File: src/route_table_longest_prefix_defines.svh
// ----------------------------------------------------------------------------
// Route table assertion macros
// Shared assertion forms for the longest-prefix route table.
// ----------------------------------------------------------------------------
`ifndef ROUTE_TABLE_LONGEST_PREFIX_DEFINES_SVH
`define ROUTE_TABLE_LONGEST_PREFIX_DEFINES_SVH

// Check a property on every rising edge outside of reset.
`define RTLP_ASSERT(lbl, clk, rst, prop, msg) \
  lbl: assert property (@(posedge clk) disable iff (rst) prop) else $error(msg);

// Check a property on every rising edge, reset included.
`define RTLP_ASSERT_ALWAYS(lbl, clk, prop, msg) \
  lbl: assert property (@(posedge clk) prop) else $error(msg);

`endif

File: src/rtlp_pkg.sv
// ----------------------------------------------------------------------------
// rtlp_pkg
// Widths, codes and types shared by the route table modules.
// ----------------------------------------------------------------------------
package rtlp_pkg;

  localparam int ENTRIES_DEF = 16;

  localparam int ADDR_W   = 32;
  localparam int MAC_W    = 48;
  localparam int PORT_W   = 8;
  localparam int IDX_W    = 4;
  localparam int STATUS_W = 2;
  localparam int SCORE_W  = 6;

  // Operation codes on func
  localparam logic FN_INSERT = 1'b0;
  localparam logic FN_LOOKUP = 1'b1;

  // Result status codes
  localparam logic [STATUS_W-1:0] ST_OK   = 2'd0;
  localparam logic [STATUS_W-1:0] ST_DUP  = 2'd1;
  localparam logic [STATUS_W-1:0] ST_FULL = 2'd2;
  localparam logic [STATUS_W-1:0] ST_MISS = 2'd3;

  typedef struct packed {
    logic [ADDR_W-1:0] dst;
    logic [ADDR_W-1:0] mask;
    logic [MAC_W-1:0]  mac;
    logic [PORT_W-1:0] port;
  } route_t;

  localparam int ROUTE_W = $bits(route_t);

  typedef struct packed {
    logic               dup;
    logic               match;
    logic [SCORE_W-1:0] score;
  } score_t;

endpackage

File: src/rtlp_ram.sv
// ----------------------------------------------------------------------------
// rtlp_ram
// Generic single-write, single-read RAM with registered read data.
// ----------------------------------------------------------------------------
module rtlp_ram #(
  parameter int WIDTH = 8,
  parameter int DEPTH = 16,
  parameter int AW    = (DEPTH > 1) ? $clog2(DEPTH) : 1
) (
  input  logic             clk,
  input  logic             wr_en,
  input  logic [AW-1:0]    wr_addr,
  input  logic [WIDTH-1:0] wr_data,
  input  logic             rd_en,
  input  logic [AW-1:0]    rd_addr,
  output logic [WIDTH-1:0] rd_data
);

  logic [WIDTH-1:0] mem [DEPTH];

  always_ff @(posedge clk) begin
    if (wr_en) begin
      mem[wr_addr] <= wr_data;
    end
    if (rd_en) begin
      rd_data <= mem[rd_addr];
    end
  end

endmodule

File: src/rtlp_score.sv
// ----------------------------------------------------------------------------
// rtlp_score
// Shared compare unit: scores one stored route against the held item.
// ----------------------------------------------------------------------------
module rtlp_score (
  input  logic [rtlp_pkg::ADDR_W-1:0] key_addr,
  input  logic [rtlp_pkg::ADDR_W-1:0] key_mask,
  input  rtlp_pkg::route_t            route,
  output rtlp_pkg::score_t            result
);

  import rtlp_pkg::*;

  // Leading ones from bit 31, as a five-level shift search.
  function automatic logic [SCORE_W-1:0] lead_ones(input logic [ADDR_W-1:0] v);
    logic [ADDR_W-1:0]  x;
    logic [SCORE_W-1:0] n;
    x = v;
    n = '0;
    if (&x[31:16]) begin
      n = n + SCORE_W'(16);
      x = x << 16;
    end
    if (&x[31:24]) begin
      n = n + SCORE_W'(8);
      x = x << 8;
    end
    if (&x[31:28]) begin
      n = n + SCORE_W'(4);
      x = x << 4;
    end
    if (&x[31:30]) begin
      n = n + SCORE_W'(2);
      x = x << 2;
    end
    if (x[31]) begin
      n = n + SCORE_W'(1);
      x = x << 1;
    end
    if (x[31]) begin
      n = n + SCORE_W'(1);
    end
    return n;
  endfunction

  logic [SCORE_W-1:0] score;
  logic [SCORE_W-1:0] need;

  assign score = lead_ones(~(route.dst ^ key_addr));
  assign need  = lead_ones(route.mask);

  assign result.dup   = (route.dst == key_addr) && (route.mask == key_mask);
  assign result.match = (score >= need);
  assign result.score = score;

endmodule

File: src/route_table_longest_prefix.sv
// ----------------------------------------------------------------------------
// route_table_longest_prefix
// IPv4 route table with insert and longest-prefix lookup.
// ----------------------------------------------------------------------------
// Input channel (in_valid/in_ready) carries func, addr, mask, gw_mac
// and port. func selects insert or lookup. Each transaction gives exactly one
// result transaction (out_valid/out_ready) with status, entry_index, hop_mac
// and out_port.
// The block works on one item at a time: in_ready is high only while idle.
// Both operations scan the stored routes through one RAM read port and one
// compare unit, one route per cycle. When the scan is through, the result is
// registered onto the output, and the next item is taken only after the
// receiver has accepted that result.
// An accepted insert is written to the RAM as the result is produced.
// While the receiver stalls, the result is held and no new item is taken.
// Reset empties the table (route count to zero) and drops any result in
// flight; route storage itself is not cleared.
// ----------------------------------------------------------------------------
`include "route_table_longest_prefix_defines.svh"

module route_table_longest_prefix #(
  parameter int ENTRIES = rtlp_pkg::ENTRIES_DEF
) (
  input  logic                          clk,
  input  logic                          rst,
  input  logic                          in_valid,
  output logic                          in_ready,
  input  logic                          func,
  input  logic [rtlp_pkg::ADDR_W-1:0]   addr,
  input  logic [rtlp_pkg::ADDR_W-1:0]   mask,
  input  logic [rtlp_pkg::MAC_W-1:0]    gw_mac,
  input  logic [rtlp_pkg::PORT_W-1:0]   port,
  output logic                          out_valid,
  input  logic                          out_ready,
  output logic [rtlp_pkg::STATUS_W-1:0] status,
  output logic [rtlp_pkg::IDX_W-1:0]    entry_index,
  output logic [rtlp_pkg::MAC_W-1:0]    hop_mac,
  output logic [rtlp_pkg::PORT_W-1:0]   out_port
);

  import rtlp_pkg::*;

  localparam int IW = (ENTRIES > 1) ? $clog2(ENTRIES) : 1;
  localparam int CW = $clog2(ENTRIES + 1);

  typedef enum logic [2:0] {
    S_IDLE = 3'b001,
    S_SCAN = 3'b010,
    S_DONE = 3'b100
  } state_t;

  state_t state;

  logic [CW-1:0]      route_count;
  logic [CW-1:0]      scan_idx;
  logic               pend;
  logic [IW-1:0]      pend_idx;
  logic               found;
  logic [IW-1:0]      best_idx;
  logic [SCORE_W-1:0] best_score;
  logic [MAC_W-1:0]   best_mac;
  logic [PORT_W-1:0]  best_port;

  logic               q_func;
  logic [ADDR_W-1:0]  q_addr;
  logic [ADDR_W-1:0]  q_mask;
  logic [MAC_W-1:0]   q_mac;
  logic [PORT_W-1:0]  q_port;

  logic               in_fire;
  logic               issue;
  logic               finish;
  logic               full;
  logic               wr_en;
  route_t             wr_route;
  route_t             rd_route;
  logic [ROUTE_W-1:0] rd_data;
  score_t             sc;

  assign in_ready = (state == S_IDLE);
  assign in_fire  = in_valid && in_ready;
  assign issue    = (state == S_SCAN) && (scan_idx < route_count);
  assign finish   = (state == S_SCAN) && !issue && !pend;
  assign full     = (route_count == CW'(ENTRIES));
  assign wr_en    = finish && (q_func == FN_INSERT) && !found && !full;

  assign wr_route.dst  = q_addr;
  assign wr_route.mask = q_mask;
  assign wr_route.mac  = q_mac;
  assign wr_route.port = q_port;
  assign rd_route      = route_t'(rd_data);

  rtlp_ram #(
    .WIDTH (ROUTE_W),
    .DEPTH (ENTRIES),
    .AW    (IW)
  ) u_ram (
    .clk     (clk),
    .wr_en   (wr_en),
    .wr_addr (route_count[IW-1:0]),
    .wr_data (ROUTE_W'(wr_route)),
    .rd_en   (issue),
    .rd_addr (scan_idx[IW-1:0]),
    .rd_data (rd_data)
  );

  rtlp_score u_score (
    .key_addr (q_addr),
    .key_mask (q_mask),
    .route    (rd_route),
    .result   (sc)
  );

  // Control
  always_ff @(posedge clk) begin
    if (rst) begin
      state       <= S_IDLE;
      route_count <= '0;
      out_valid   <= 1'b0;
      pend        <= 1'b0;
      found       <= 1'b0;
      scan_idx    <= '0;
    end else begin
      case (state)
        S_IDLE: begin
          if (in_fire) begin
            state    <= S_SCAN;
            scan_idx <= '0;
            pend     <= 1'b0;
            found    <= 1'b0;
          end
        end
        S_SCAN: begin
          pend <= issue;
          if (issue) begin
            scan_idx <= scan_idx + 1'b1;
          end
          if (pend) begin
            if (q_func == FN_INSERT) begin
              if (sc.dup) begin
                found <= 1'b1;
              end
            end else if (sc.match && (!found || sc.score > best_score)) begin
              found <= 1'b1;
            end
          end
          if (finish) begin
            state     <= S_DONE;
            out_valid <= 1'b1;
            if (wr_en) begin
              route_count <= route_count + 1'b1;
            end
          end
        end
        S_DONE: begin
          if (out_ready) begin
            state     <= S_IDLE;
            out_valid <= 1'b0;
          end
        end
        default: begin
          state <= S_IDLE;
        end
      endcase
    end
  end

  // Item hold, best-route tracking and result registers
  always_ff @(posedge clk) begin
    if (in_fire) begin
      q_func     <= func;
      q_addr     <= addr;
      q_mask     <= mask;
      q_mac      <= gw_mac;
      q_port     <= port;
      best_score <= '0;
    end
    if ((state == S_SCAN) && issue) begin
      pend_idx <= scan_idx[IW-1:0];
    end
    if ((state == S_SCAN) && pend) begin
      if (q_func == FN_INSERT) begin
        // keep the first duplicate only
        if (sc.dup && !found) begin
          best_idx <= pend_idx;
        end
      end else if (sc.match && (!found || sc.score > best_score)) begin
        best_idx   <= pend_idx;
        best_score <= sc.score;
        best_mac   <= rd_route.mac;
        best_port  <= rd_route.port;
      end
    end
    if (finish) begin
      hop_mac  <= '0;
      out_port <= '0;
      if (q_func == FN_INSERT) begin
        if (found) begin
          status      <= ST_DUP;
          entry_index <= IDX_W'(best_idx);
        end else if (full) begin
          status      <= ST_FULL;
          entry_index <= '0;
        end else begin
          status      <= ST_OK;
          entry_index <= IDX_W'(route_count);
        end
      end else if (found) begin
        status      <= ST_OK;
        entry_index <= IDX_W'(best_idx);
        hop_mac     <= best_mac;
        out_port    <= best_port;
      end else begin
        status      <= ST_MISS;
        entry_index <= '0;
      end
    end
  end

  `RTLP_ASSERT(a_one_item, clk, rst, !(in_ready && out_valid), "input taken while result pending")
  `RTLP_ASSERT(a_count_max, clk, rst, route_count <= CW'(ENTRIES), "route count above table size")
  `RTLP_ASSERT(a_count_inc, clk, rst, wr_en |=> route_count == $past(route_count) + 1'b1, "route count did not advance on insert")
  `RTLP_ASSERT(a_full_status, clk, rst, (out_valid && status == ST_FULL) |-> full, "table full reported below capacity")

endmodule
File: config.mk
export PLATFORM = sky130hd
export DESIGN_NAME = route_table_longest_prefix
export DESIGN_NICKNAME = d
export VERILOG_FILES = /design/src/rtlp_pkg.sv /design/src/rtlp_ram.sv /design/src/rtlp_score.sv /design/src/route_table_longest_prefix.sv
export VERILOG_INCLUDE_DIRS = /design/src /design/src/src
export SDC_FILE = /design/constraint.sdc
export NUM_CORES = 2
export LEC_CHECK = 0
export ABC_AREA = 1
export BUFFER_PORTS_ARGS = -buffer_cell sky130_fd_sc_hd__buf_2
export CORE_MARGIN = 2
export CORE_UTILIZATION = 40
export CTS_CLUSTER_SIZE = 14
export DETAILED_ROUTE_END_ITERATION = 10
export PLACE_DENSITY_LB_ADDON = 0.25
export SLEW_MARGIN = 0
export SYNTH_ARGS = -nofsm -noshare
export SYNTH_HDL_FRONTEND = slang
export SYNTH_HIERARCHICAL = 1
export SYNTH_SLANG_ARGS = --single-unit
File: constraint.sdc
create_clock -name clk -period 20.1 [get_ports clk]
set_input_delay 0 -clock clk [delete_from_list [all_inputs] [get_ports clk]]
set_output_delay 0 -clock clk [all_outputs]
set_load 0.1 [all_outputs]
# Word level (Yosys, flattened, before mapping)
# Memories as Yosys holds them, arrays and structs flattened. A register that Yosys moved wholly into a read port is not among the register bits.
# Cells that the tools add are included.
dict set report totals {
  reg_bits 269
  ramBits 1920
  in_bits 125
  out_inout_bits 64
  elab_cells 146
  n_memories 1
}
# memory words word_bits rd rd_ports_with_merged_regs wr line_no
set memory_table {}
lappend memory_table {u_ram.mem 16 120 1 1 1 rtlp_ram.sv:19} ;# logic [WIDTH-1:0] mem [DEPTH];
dict set report classes {
  add_sub_neg 12
  n_lt_le_gt_ge 3
  n_eq_ne 14
  muxes 56
  bitwise_logic 3
  n_reduce_logical 37
}
# op count
set op_table {}
lappend op_table {{32-bit two-way mux} 10}
lappend op_table {{6-bit two-way mux} 14}
lappend op_table {{32-bit == test} 2}
lappend op_table {{32-bit inverter} 1}
lappend op_table {{16-bit AND reduction} 2}
lappend op_table {{32-bit XOR} 1}
lappend op_table {{4-bit two-way mux} 7}
lappend op_table {{6-bit by 1-bit adder with 6-bit output, second input constant} 4}
lappend op_table {{5-bit two-way mux} 4}
lappend op_table {{3-bit AND reduction} 6}
lappend op_table {{8-bit AND reduction} 2}
lappend op_table {{5-bit by 4-bit adder with 6-bit output, second input constant} 2}
lappend op_table {{6-bit by 2-bit adder with 6-bit output, second input constant} 2}
lappend op_table {{6-bit by 3-bit adder with 6-bit output, second input constant} 2}
lappend op_table {{1-bit logical AND} 12}
lappend op_table {{5-bit by 1-bit adder with 5-bit output, second input constant} 2}
lappend op_table {{5-bit case mux with 2 select lines} 1}
lappend op_table {{1-bit two-way mux} 9}
lappend op_table {{3-bit two-way mux} 3}
lappend op_table {{3-bit case mux with 3 select lines} 1}
lappend op_table {{2-bit two-way mux} 4}
lappend op_table {{2-bit != test, second input constant} 4}
lappend op_table {{2-bit AND reduction} 4}
lappend op_table {{4-bit AND reduction} 2}
lappend op_table {{other kinds (16)} 24}

# Logic depth before layout (Yosys ltp)
dict set report depth {
  word_depth 21
  depth_mapped 38
  ltp_nobuf 36
}

# Cells and area by module
# Netlist, hierarchy kept.
# module n_inst cells_each area_each_um2 seq_area_each_um2
set by_module_without_submodules {}
lappend by_module_without_submodules {rtlp_ram 1 7870 85528.3 61258.8}
lappend by_module_without_submodules {route_table_longest_prefix 1 561 9330.2 7857.5}
lappend by_module_without_submodules {rtlp_score 1 396 2223.4 0.0}

# Least setup slack after synthesis
# No wires, ideal clock.
dict set report synth_timing {
  path_type {register to register}
  from {reg route_count[3]}
  to {mem u_ram/mem[12][0] in the netlist's numbering, enable pin}
  setup_time_ns 0.601
  t_arrival_ns 6.502
  required_time_ns 19.499
  path_slack_ns 12.997
  stages_incl_launch_ff 10
  path_buffers 0
  synth_period_minus_slack_ns 7.103
  cell_sequence {dfxtp_1 inv_1 ha_1 nand2_1 o21bai_2 nand3_2 nand3b_4 inv_2 nand3_1 nor2_1}
}
dict set report synth_between {
  elab_chain_len 10
  elab_cells_between_ends 12
  classes_between {1 x order compare; 1 x eq/ne; 2 x mux; 8 x reduce/logical}
}
# item line_no
set synth_lines {}
lappend synth_lines {{from (decl)} route_table_longest_prefix.sv:54} ;# logic [CW-1:0] route_count;
lappend synth_lines {{from (signal assigned)} route_table_longest_prefix.sv:151} ;# route_count <= route_count + 1'b1;
lappend synth_lines {{5-bit less-than comparator} route_table_longest_prefix.sv:82} ;# assign issue = (state == S_SCAN) && (scan_idx < route_count);
lappend synth_lines {{1-bit logical AND} route_table_longest_prefix.sv:82}
lappend synth_lines {{1-bit logical NOT} route_table_longest_prefix.sv:83} ;# assign finish = (state == S_SCAN) && !issue && !pend;
lappend synth_lines {{1-bit logical AND (2 in a row)} route_table_longest_prefix.sv:83}
lappend synth_lines {{1-bit logical AND (2 in a row)} route_table_longest_prefix.sv:85} ;# assign wr_en = finish && (q_func == FN_INSERT) && !found && !full;
lappend synth_lines {{1-bit logical AND (*)} route_table_longest_prefix.sv:85}
lappend synth_lines {{via wr_en} route_table_longest_prefix.sv:74} ;# logic wr_en;
lappend synth_lines {{1-bit two-way mux (*)} rtlp_ram.sv:22} ;# if (wr_en) begin
lappend synth_lines {{1-bit two-way mux (not written as such) (*)} rtlp_ram.sv:23} ;# mem[wr_addr] <= wr_data;
lappend synth_lines {{to (decl)} rtlp_ram.sv:19}
# The timed path passes the listed nets; every way through them passes the cells marked *.

==> metrics.yaml <==
sta:
  relSlewSlack_pct: 19.96
  slew_viol_final: 0
  tns_ns: 0
  worst_hold_slack_ns: 0.06061
  rsz0062_at_grt: "no"
  period_share_pct: 30.98
  tightest_slew_ns: 1.201
  clock.fmax_mhz: 160.6
  post-route-min-period_ns: 6.228
  hold_violations: 0
  skew_ns: 0.03885
  setup_viol: 0
  layout_setup_ws_ns: 13.87
routing:
  drt_wl_total_um: 260800
  drc_errors: 0
  drt_iter0_drc: 5916
  routedWlPerCell_um: 20.76
  dr.pass1.iters: 6
  vias_per_cell: 4.985
  vias: 62630
  ant_nets: 0
worst_setup_path:
  worstSetupEndpointType: "register"
  slowest_stage: "buf_4"
  crit_path_frequent_cell: "nand2_1"
  r2r-start: "q_addr[25]"
  cp.required_ns: 20.59
  worst-path-stages: 34
  path_delay_family: "simple AND/OR/NAND/NOR gates"
  r2r_cells: 34
  path_max_fanout: 46
  cpPeakStageDelay_ns: 0.86
  r2r_end: "best_mac[42]"
  reg2reg_slack_ns: 13.87
  crit_buf_inv: 4
  startpoint_type: "register"
  crit_type: "register to register"
  cp.arrival_ns: 6.72
grt:
  grt_pass1_vias: 59860
  grt_use_total_pct: 20.94
  gr-total-overflow: 0
  grt_pass1_wl_um: 388400
  grt_max_degree: 184
  antenna_found_initial: 10
clocking:
  clock_latency_ns: 0.88
  cts_made_buffers: 232
  clockBufferDepth: 3
  tritoncts: "yes"
  post_cts_buffers: 0
  cts.sinks: 2309
  cts.clk_slew.worst_paths_ns: 0.06
  cts.htree.levels: 4
  clockRootBuffer: "clkbuf_16"
floorplan:
  die_h_um: 496.7
  die_area_um2: 246700
  core_area_um2: 241000
  die_w_um: 496.7
  rows: 180
  ios: 189
  start_util_pct: 40.29
synthesis:
  yosysWarnings: 6
  synth_cell_types: 50
  synth.net_count: 8974
  synth_area_per_cell_um2: 11.00
  syn_inst: 8827
  syn-cell-area_um2: 97080
  yosysSeqAreaShare_pct: 71.19
  synth_seq_cells: 2309
final_layout:
  area_delta_synth_final_pct: 14.05
  multiInputGateArea_um2: 19890
  fillers: 21860
  drive_above_1_share_pct: 7.779
  final_area_um2: 110700
  final_cell_mix: "nand2_1 (2,724), edfxtp_1 (2,287), inv_1 (1,596)"
  nets: 9322
  register_area_um2: 69130
  final_common_cell: "nand2_1"
placed_design:
  gp_congestion: 0.8200
  portBuffers: 188
  placed_area_um2: 100900
  dpl.hpwl_um: 129800
  pre_cts_ws_ns: 13.90
pwr:
  p_leak_nw: 45.44
  ir_worst_vdd_uv: 100.6
  total_power_mw: 9.867
  power.density_nw_per_um2: 89.12
min_path:
  min_to: "q_addr[7]"
  hp-class: "input port to register"
  hold-path-cell-count: 2
  hold_start: "addr[7]"
run_status:
  outcome: "completed"
flow_run:
  drv_cap: 0
## worst max-delay path by stage
stage / start / to / slack (ns)
floorplan: route_count[3] / u_ram/mem[12][0] / 13.00
global placement: q_addr[26] / best_mac[43] / 13.90
detailed placement: q_addr[26] / best_mac[38] / 13.90
CTS: q_addr[26] / best_mac[41] / 13.88
global route: q_addr[19] / best_mac[41] / 13.37
finish: q_addr[25] / best_mac[42] / 13.87
## cells by family after synthesis
kind of cell / Yosys count / synth area share [%]
and+or+nand+nor: 4356 / 19.19
DFF: 2309 / 71.19
buffers and inverters: 2024 / 8.456
AOI/OAI and AO/OA: 68 / 0.4446
xor gates and xnor gates: 48 / 0.4330
adders and majority gates: 22 / 0.2835
## power by group
part / internal [mW] / leakage [nW] / switching, mW
Combinational: 0.0693 / 21.1 / 0.140
Clock: 2.35 / 3.59 / 1.84
Sequential: 5.37 / 20.8 / 0.0990
Total: 7.79 / 45.4 / 2.08
## registers in the layout, summed over array words and instances (netlist names)
| signal | cells |
|---|---|
| u_ram/mem | 1920 |
| scan_idx | 5 |
| out_valid | 1 |
| status | 2 |
| q_mac | 48 |
| best_port | 8 |
| found | 1 |
| q_mask | 32 |
| best_mac | 48 |
| best_idx | 4 |
| hop_mac | 48 |
| u_ram/rd_data | 120 |
| pend | 1 |
| q_port | 8 |
| entry_index | 4 |
| route_count | 5 |
| q_addr | 32 |
| out_port | 8 |
| best_score | 6 |
| pend_idx | 4 |
| q_func | 1 |
| state | 3 |
## what timing repair did
item | 4_1_cts | 5_1_grt
hold buffers | 248 | 0
endpoints found under the hold margin | 143 | 0
resized for setup | 0 | 0
endpoints found under the setup margin | 0 | 0
## stage by stage
step / instances / utilization [%]
4_1_cts: 12560 / 45.94
3_5_place_dp: 11880 / 41.86
2_1_floorplan: 8827 / -
5_1_grt: 12560 / 45.94
6_report: 12560 / 45.95
3_3_place_gp: 11880 / 41.86
## per-layer routing
metal,global-route usage (%),part of all wire [%],vias up
met3,2.750,6.5,384
met2,34.15,48,2093
met1,29.35,44,30740
li1,-,-,29410
met5,0,0,-
met4,6.052,2.5,0
## area by class of cell
| cell class | count | area share, % |
|---|---|---|
| diodes | 8 | 0.01808 |
| clock buffers | 285 | 5.462 |
| clock inverters | 145 | 1.162 |
| inverters | 1613 | 5.517 |
| multi-input cells | 4494 | 17.96 |
| flip-flops and latches | 2309 | 62.44 |
| well taps | 3185 | 3.599 |
| repair buffers | 525 | 3.842 |
## synth_stat cells, drive strengths merged
| master | instances | area (µm²) |
|---|---|---|
| a211oi | 1 | 7.510 |
| a21oi | 30 | 187.7 |
| xor2 | 24 | 210.2 |
| nor4 | 9 | 62.56 |
| clkbuf | 85 | 319.1 |
| ha | 22 | 275.3 |
| clkinv | 1 | 3.750 |
| nor2 | 69 | 377.9 |
| or2 | 4 | 25.02 |
| a31oi | 1 | 6.260 |
| nand3 | 1489 | 7500 |
| dfxtp | 22 | 440.4 |
| nand2 | 2763 | 10480 |
| o21a | 3 | 22.52 |
| inv | 1612 | 6053 |
| or4 | 1 | 7.510 |
| buf | 326 | 1833 |
| xnor2 | 24 | 210.2 |
| o21ai | 27 | 150.1 |
| nand4 | 8 | 71.32 |
| o21bai | 2 | 22.52 |
| nand3b | 6 | 57.56 |
| o32ai | 1 | 8.760 |
| nor3b | 1 | 12.51 |
| nor3 | 5 | 25.02 |
| a21boi | 3 | 26.27 |
| and3 | 1 | 6.260 |
| edfxtp | 2287 | 68680 |
No activity file was read; power rests on OpenSTA's default activity.
